**src/design/c2p_pkg.sv**
```systemverilog
// ----------------------------------------------------------------------------
// c2p_pkg - shared constants for the cartesian to polar core
// angle table, gain and rounding constants, output formats
// ----------------------------------------------------------------------------
`timescale 1ns / 1ps

package c2p_pkg;

    // fixed output formats
    localparam int MAG_W      = 24;
    localparam int ANG_W      = 16;

    // internal formats
    localparam int GUARD_BITS = 12;
    localparam int Z_W        = 24;    // angle accumulator, q.20 radians
    localparam int ANG_FRAC   = 20;
    localparam int ANG_OUT_FRAC = 13;
    localparam int TABLE_LEN  = 24;

    localparam int GAIN_W     = 16;
    localparam logic [GAIN_W-1:0] GAIN_Q16 = 16'd39797;

    localparam logic signed [Z_W-1:0] PI_Q20 = 24'sd3294199;
    localparam logic signed [Z_W-1:0] ANG_ROUND = 24'sd64;

    localparam logic [MAG_W-1:0] MAG_MAX = 24'hFFFFFF;
    localparam int ANG_LIMIT  = 25736;

    // round(atan(2^-i) * 2^20)
    function automatic logic signed [Z_W-1:0] atan_q20(input int i);
        logic signed [Z_W-1:0] v;
        unique case (i)
            0:       v = 24'sd823550;
            1:       v = 24'sd486170;
            2:       v = 24'sd256879;
            3:       v = 24'sd130396;
            4:       v = 24'sd65451;
            5:       v = 24'sd32757;
            6:       v = 24'sd16383;
            7:       v = 24'sd8192;
            8:       v = 24'sd4096;
            9:       v = 24'sd2048;
            10:      v = 24'sd1024;
            11:      v = 24'sd512;
            12:      v = 24'sd256;
            13:      v = 24'sd128;
            14:      v = 24'sd64;
            15:      v = 24'sd32;
            16:      v = 24'sd16;
            17:      v = 24'sd8;
            18:      v = 24'sd4;
            19:      v = 24'sd2;
            20:      v = 24'sd1;
            default: v = 24'sd0;
        endcase
        return v;
    endfunction

endpackage

```
**src/design/cartesian_to_polar_core.sv**
```systemverilog
// ----------------------------------------------------------------------------
// cartesian_to_polar_core - pipelined cordic vectoring, (x, y) to (mag, angle)
// throughput: one item per cycle while out_stall is low; the pipeline is one
//   prep stage, one register per cordic micro-rotation, a split gain multiply
//   and a final add/saturate
// a stalled output holds only the stages behind it that are full; empty
//   stages keep filling, so in_stall rises only when every stage holds an item
// reset clears the stage valid bits only; data registers are not reset
// ----------------------------------------------------------------------------
`timescale 1ns / 1ps

module cartesian_to_polar_core
    import c2p_pkg::*;
#(
    parameter int COORD_WIDTH = 16,
    parameter int STAGES      = 16
)
(
    input  logic                          clk,
    input  logic                          rst_n,
    input  logic signed [COORD_WIDTH-1:0] x_coord,
    input  logic signed [COORD_WIDTH-1:0] y_coord,
    input  logic                          in_valid,
    output logic                          in_stall,
    output logic        [MAG_W-1:0]       magnitude,
    output logic signed [ANG_W-1:0]       angle,
    output logic                          out_valid,
    input  logic                          out_stall
);

    // internal x/y width: input, guard bits, room for negation and cordic gain
    localparam int IW     = COORD_WIDTH + GUARD_BITS + 3;
    localparam int XU_W   = IW - 1;
    localparam int LO_W   = IW / 2;
    localparam int HI_W   = XU_W - LO_W;
    localparam int LO_P   = LO_W + GAIN_W;
    localparam int HI_P   = HI_W + GAIN_W;
    localparam int SUM_W  = XU_W + GAIN_W + 1;
    localparam int MF_W   = SUM_W - ANG_FRAC;
    // stage numbering: 0 prep, 1..STAGES cordic, STAGES+1 multiply, last output
    localparam int MUL_S  = STAGES + 1;
    localparam int NSTG   = STAGES + 3;
    localparam int OUT_S  = NSTG - 1;
    localparam logic [SUM_W-1:0] MAG_ROUND = SUM_W'(1) << (ANG_FRAC - 1);

    logic [NSTG-1:0] vld_reg;
    logic [NSTG-1:0] rdy;

    logic signed [IW-1:0]  x_reg    [0:STAGES];
    logic signed [IW-1:0]  y_reg    [0:STAGES];
    logic signed [Z_W-1:0] z_reg    [0:STAGES];
    logic                  zero_reg [0:MUL_S];

    logic [LO_P-1:0]         lo_reg;
    logic [HI_P-1:0]         hi_reg;
    logic signed [ANG_W-1:0] ang_reg;
    logic [MAG_W-1:0]        magnitude_reg;
    logic signed [ANG_W-1:0] angle_reg;

    // ready chain: a stage loads when it is empty or the stage after it loads
    assign rdy[OUT_S] = !vld_reg[OUT_S] || !out_stall;
    generate
        for (genvar k = 0; k < OUT_S; k++) begin : g_rdy
            assign rdy[k] = !vld_reg[k] || rdy[k+1];
        end
    endgenerate

    assign in_stall  = !rdy[0];
    assign out_valid = vld_reg[OUT_S];
    assign magnitude = magnitude_reg;
    assign angle     = angle_reg;

    always_ff @(posedge clk or negedge rst_n)
    begin
        if (!rst_n)
        begin
            vld_reg <= '0;
        end
        else
        begin
            if (rdy[0])
            begin
                vld_reg[0] <= in_valid;
            end
            for (int k = 1; k < NSTG; k++)
            begin
                if (rdy[k])
                begin
                    vld_reg[k] <= vld_reg[k-1];
                end
            end
        end
    end

    // prep stage: scale by guard bits, fold the left half plane by pi
    logic signed [IW-1:0]  x_in, y_in;
    logic signed [IW-1:0]  x0_next, y0_next;
    logic signed [Z_W-1:0] z0_next;
    logic                  zero0_next;

    always_comb
    begin
        x_in = {{3{x_coord[COORD_WIDTH-1]}}, x_coord, {GUARD_BITS{1'b0}}};
        y_in = {{3{y_coord[COORD_WIDTH-1]}}, y_coord, {GUARD_BITS{1'b0}}};
        zero0_next = (x_coord == '0) && (y_coord == '0);
        if (x_in[IW-1])
        begin
            x0_next = -x_in;
            y0_next = -y_in;
            z0_next = y_in[IW-1] ? -PI_Q20 : PI_Q20;
        end
        else
        begin
            x0_next = x_in;
            y0_next = y_in;
            z0_next = '0;
        end
    end

    always_ff @(posedge clk)
    begin
        if (rdy[0])
        begin
            x_reg[0]    <= x0_next;
            y_reg[0]    <= y0_next;
            z_reg[0]    <= z0_next;
            zero_reg[0] <= zero0_next;
        end
    end

    // one micro-rotation per stage, driving y toward zero
    generate
        for (genvar k = 0; k < STAGES; k++) begin : g_cordic
            logic signed [IW-1:0]  xs, ys;
            logic signed [IW-1:0]  x_next, y_next;
            logic signed [Z_W-1:0] z_next;

            always_comb
            begin
                xs = x_reg[k] >>> k;
                ys = y_reg[k] >>> k;
                if (!y_reg[k][IW-1])
                begin
                    x_next = x_reg[k] + ys;
                    y_next = y_reg[k] - xs;
                    z_next = z_reg[k] + atan_q20(k);
                end
                else
                begin
                    x_next = x_reg[k] - ys;
                    y_next = y_reg[k] + xs;
                    z_next = z_reg[k] - atan_q20(k);
                end
            end

            always_ff @(posedge clk)
            begin
                if (rdy[k+1])
                begin
                    x_reg[k+1]    <= x_next;
                    y_reg[k+1]    <= y_next;
                    z_reg[k+1]    <= z_next;
                    zero_reg[k+1] <= zero_reg[k];
                end
            end
        end
    endgenerate

    // multiply stage: gain compensation split in two partial products,
    // angle rounded to q3.13 and clamped
    logic [XU_W-1:0]         xu;
    logic [LO_P-1:0]         lo_next;
    logic [HI_P-1:0]         hi_next;
    logic signed [Z_W-1:0]   z_rnd, z_sh;
    logic signed [ANG_W-1:0] ang_next;

    always_comb
    begin
        xu      = x_reg[STAGES][IW-1] ? '0 : x_reg[STAGES][XU_W-1:0];
        lo_next = LO_P'(xu[LO_W-1:0]) * LO_P'(GAIN_Q16);
        hi_next = HI_P'(xu[XU_W-1:LO_W]) * HI_P'(GAIN_Q16);
        z_rnd   = z_reg[STAGES] + ANG_ROUND;
        z_sh    = z_rnd >>> (ANG_FRAC - ANG_OUT_FRAC);
        if (zero_reg[STAGES])
        begin
            ang_next = '0;
        end
        else if (z_sh > Z_W'(ANG_LIMIT))
        begin
            ang_next = ANG_W'(ANG_LIMIT);
        end
        else if (z_sh < Z_W'(-ANG_LIMIT))
        begin
            ang_next = ANG_W'(-ANG_LIMIT);
        end
        else
        begin
            ang_next = z_sh[ANG_W-1:0];
        end
    end

    always_ff @(posedge clk)
    begin
        if (rdy[MUL_S])
        begin
            lo_reg          <= lo_next;
            hi_reg          <= hi_next;
            ang_reg         <= ang_next;
            zero_reg[MUL_S] <= zero_reg[STAGES];
        end
    end

    // output stage: join partial products, round to 8 fraction bits, saturate
    logic [SUM_W-1:0] mag_sum;
    logic [MF_W-1:0]  mag_full;
    logic [63:0]      mag_wide;
    logic [MAG_W-1:0] magnitude_next;

    always_comb
    begin
        mag_sum  = (SUM_W'(hi_reg) << LO_W) + SUM_W'(lo_reg) + MAG_ROUND;
        mag_full = mag_sum[SUM_W-1:ANG_FRAC];
        mag_wide = 64'(mag_full);
        if (zero_reg[MUL_S])
        begin
            magnitude_next = '0;
        end
        else if (mag_wide > 64'(MAG_MAX))
        begin
            magnitude_next = MAG_MAX;
        end
        else
        begin
            magnitude_next = mag_wide[MAG_W-1:0];
        end
    end

    always_ff @(posedge clk)
    begin
        if (rdy[OUT_S])
        begin
            magnitude_reg <= magnitude_next;
            angle_reg     <= ang_reg;
        end
    end

`ifndef SYNTHESIS
    // input stalls only when every stage holds an item
    a_stall_full: assert property (@(posedge clk) disable iff (!rst_n)
        in_stall |-> (vld_reg == {NSTG{1'b1}}))
        else $error("input stalled with an empty stage");

    // a free output lets the whole pipeline move
    a_free_flow: assert property (@(posedge clk) disable iff (!rst_n)
        !out_stall |-> !in_stall)
        else $error("input stalled while output is free");

    // an accepted item lands in the prep stage
    a_accept_lands: assert property (@(posedge clk) disable iff (!rst_n)
        (in_valid && !in_stall) |=> vld_reg[0])
        else $error("accepted item lost at prep stage");

    // angle stays within plus or minus pi
    a_angle_range: assert property (@(posedge clk) disable iff (!rst_n)
        out_valid |-> ((angle <= ANG_W'(ANG_LIMIT)) && (angle >= ANG_W'(-ANG_LIMIT))))
        else $error("angle out of range");
`endif

endmodule

```
**config.mk**
```make
export PLATFORM = sky130hd
export DESIGN_NAME = cartesian_to_polar_core
export DESIGN_NICKNAME = d
export VERILOG_FILES = /design/src/design/c2p_pkg.sv /design/src/design/cartesian_to_polar_core.sv
export SDC_FILE = /design/constraint.sdc
export NUM_CORES = 2
export LEC_CHECK = 0
export BUFFER_PORTS_ARGS = -buffer_cell sky130_fd_sc_hd__buf_2
export CORE_ASPECT_RATIO = 1.2
export CORE_MARGIN = 10
export CORE_UTILIZATION = 52
export CTS_CLUSTER_SIZE = 8
export DETAILED_ROUTE_END_ITERATION = 10
export PLACE_DENSITY = 0.67
export SETUP_SLACK_MARGIN = 0.15
export SLEW_MARGIN = 25
export SYNTH_ARGS = -nofsm -noshare
export SYNTH_HDL_FRONTEND = slang
export SYNTH_SLANG_ARGS = --single-unit
```
**constraint.sdc**
```tcl
create_clock -name clk -period 31.2 [get_ports clk]
set_input_delay 6.24 -clock clk [delete_from_list [all_inputs] [get_ports clk]]
set_output_delay 6.24 -clock clk [all_outputs]
set_load 0.1 [all_outputs]
```
==> run metrics <==
status finished, final reports clean; DRT iter0 DRCs 4874; DR vias 85500; antenna-violating nets left 0; Worst path slowest cell nor2_1; area leader, netlist edfxtp_1; period utilisation layout 55.7%; Hold Fails Final Rpt 0; DRT met1 WL 116 mm; Final TNS setup 0 ns; sequential area share after synthesis 36.0%; filler instances 18800; area grow syn2layout 8.16%; worst path bufs/invs 7; worst skew pair latency 0.88 ns; fmax 0.0576 GHz; ys flop type edfxtp_1; CTS tree built; slowest stage delay, CP 0.82 ns; Synth cell types 103; htree depth 4; hpwl dp 229 mm; DRC Markers 0; worst reg2reg path startpoint x_reg[2][30]; Slew Viols, Final 0; Top-Level Pins 78; Worst Setup SP out_stall; 1st-pass router iterations 6; Nets 13400; initial core utilization 52.3%; CP Capture Type primary output; core area 0.219 mm²; crit path kind input port to primary output; final setup fails 0; postcts setup bufs 0; Site Rows 188; met3 wire len 10.1 mm; CP Cell Sequence buf_2 -> and3_1 -> inv_2 -> buf_4 -> nor2_1 -> and2_1 -> clkinv_2 -> nor3_1 -> nand3_4 -> nor2_1 -> nand3_2 -> buf_4 -> inv_1 -> buf_2; share of layout cells above drive strength 1 4.10%; CP Launch Type input port; Crit path arrival time 11.13 ns; cell family with most CP delay simple AND/OR/NAND/NOR gates; Avg Cell Area, Syn 9.84 µm²; port bufs 77; wirelength, routed 284 mm; crit path max fanout 66; Cells after Synth 11600; top cells by area, synth edfxtp_1, ha_1, xnor2_1, a21oi_1, xor2_1; Slew @ Worst Pin 1.05 ns; Crit path required time 24.96 ns; headroom to the max-slew limit 29.3%; Clock transition at path regs 0.05 ns; HP Start z_reg[0][179]; vias per std cell 5.81; global-route wire length before repair 450 mm; Worst Hold Class register to register; Die Width 448 µm; Clock Skews 0.0659 ns; unrepaired setup endpoints after global routing false; max reg flops 475; vias in the first global route 85000; TritonCTS Sinks 1373; min Tclk post-route 17.37 ns; Hold Buf Count CTS 0; CTS resizes 0; routed len/inst 19.3 µm; Final GP Congestion 0.919; Post-synth EDFFs 1354; DR WL met2 145 mm; Synth top area share 35.5%; fraction of registers with async set/reset 1.38%; Die ar. 0.239 mm²; CTS Buffer Depth 3; Num CTS Buffers 193; Max-cap violations 0; #FFs+latches synth 1373; initial antenna violation count 6; root buf cell clkbuf_16; GRT Util Overall 23.1%; DIE HEIGHT 534 µm; top sig layer met4; synthesized area 0.114 mm²; synth warn 0; gr ovfl total 0; largest net degree at the start of global routing 84
-- area by class of cell --
class	count	area, µm²	share of cell area, %
multi-input cells	9258	69600	56.3
well taps	2850	3570	2.88
diodes	2	5.00	0.00405
repair buffers	121	747	0.604
flip-flops and latches	1373	41100	33.2
clock buffers	246	5050	4.08
inverters	851	3200	2.58
clock inverters	23	400	0.324
-- synth_stat cells, types with 169 or more instances --
| cell type | number |
|---|---|
| a21o_1 | 369 |
| a21oi_1 | 1085 |
| edfxtp_1 | 1354 |
| fa_1 | 225 |
| ha_1 | 1383 |
| inv_1 | 847 |
| nand2_1 | 574 |
| nand2b_1 | 185 |
| nand3_1 | 188 |
| nor2_1 | 1076 |
| nor2b_1 | 169 |
| nor3_1 | 310 |
| o21ai_0 | 379 |
| xnor2_1 | 1031 |
| xor2_1 | 564 |
-- through the flow --
step	cells	hold WS (ns)	instance area, µm²	worst slack (ns)	util [%]
after floorplan	11600	0.400	114000	11.06	-
after global placement	14500	0.402	118000	13.34	54.0
after detailed placement	14500	0.405	118000	13.26	54.0
after CTS	14700	0.415	124000	13.23	56.5
after global routing	14700	0.422	124000	13.47	56.6
final	14700	0.411	124000	13.83	56.6
-- path summary, 6_finish.rpt --
kind	to	slack (ns)	depth (start not counted)
hold / removal	z_reg[1][11]	0.41	0
max in group asynchronous	vld_reg[4]	25.29	1
hold reg to reg	z_reg[1][11]	0.41	0
setup / recovery	in_stall	13.83	14
setup reg to reg	hi_reg[29]	23.95	26
min in group asynchronous	vld_reg[17]	5.40	1
-- per-layer routing --
layer	up-vias	track usage, %
li1	42300	-
met1	40800	27.3
met2	1817	42.2
met3	571	2.34
met4	0	10.3
met5	-	0
-- kinds of logic after synthesis --
logic type | synth area share [%]
AO/OA/AOI/OAI | 15.7
XOR/XNOR | 12.2
adder cells (fa/ha/maj) | 19.1
buffers and inverters | 3.28
flip-flops | 36.0
multiplexers | 0.580
other | 0.00328
AND/OR/NAND/NOR | 13.2
-- worst register-to-register path, stage by stage (launching register included) --
cell and delay (ns):
edfxtp_1 0.55, nor2b_1 0.58, inv_1 0.21, ha_1 0.33
inv_1 0.11, ha_1 0.20, nand2b_1 0.15, fa_1 0.48
fa_1 0.51, inv_1 0.05, fa_1 0.47, inv_1 0.06
fa_1 0.53, inv_1 0.05, fa_1 0.49, inv_1 0.04
ha_1 0.34, nand3_1 0.11, o21ai_0 0.39, a31oi_1 0.21
o21a_1 0.27, o211ai_1 0.23, nand2_1 0.11, o21ai_0 0.23
o21a_1 0.14, nor2_1 0.04, xnor2_1 0.12
-- cells in the final DEF (no fill, tap or decap), types with 27 or more instances in the layout --
cell type	n
xor2_1	564
o21a_1	120
o21ai_1	95
nand3_1	183
buf_2	77
or4_1	42
o21bai_1	158
xnor2_1	1031
o41ai_1	48
mux2_2	34
or2_2	35
or3_1	98
clkbuf_16	194
a21o_1	369
and3_1	130
mux2i_1	28
o21ai_0	379
inv_1	841
a31oi_1	111
ha_1	1383
nor2b_1	169
nand2_1	567
o211ai_1	57
edfxtp_1	1354
a31o_2	27
nand2b_1	185
and2_1	95
nand4_1	65
clkbuf_1	52
a21boi_0	34
fa_1	225
nor3_1	308
a211oi_1	65
nor2_1	1076
buf_4	39
a21oi_1	1085
o31ai_1	51
nor4_1	80
Power is left out: the tool's default activity adds up to more than one toggle a clock period on the data nets, which glitch-free logic cannot reach.
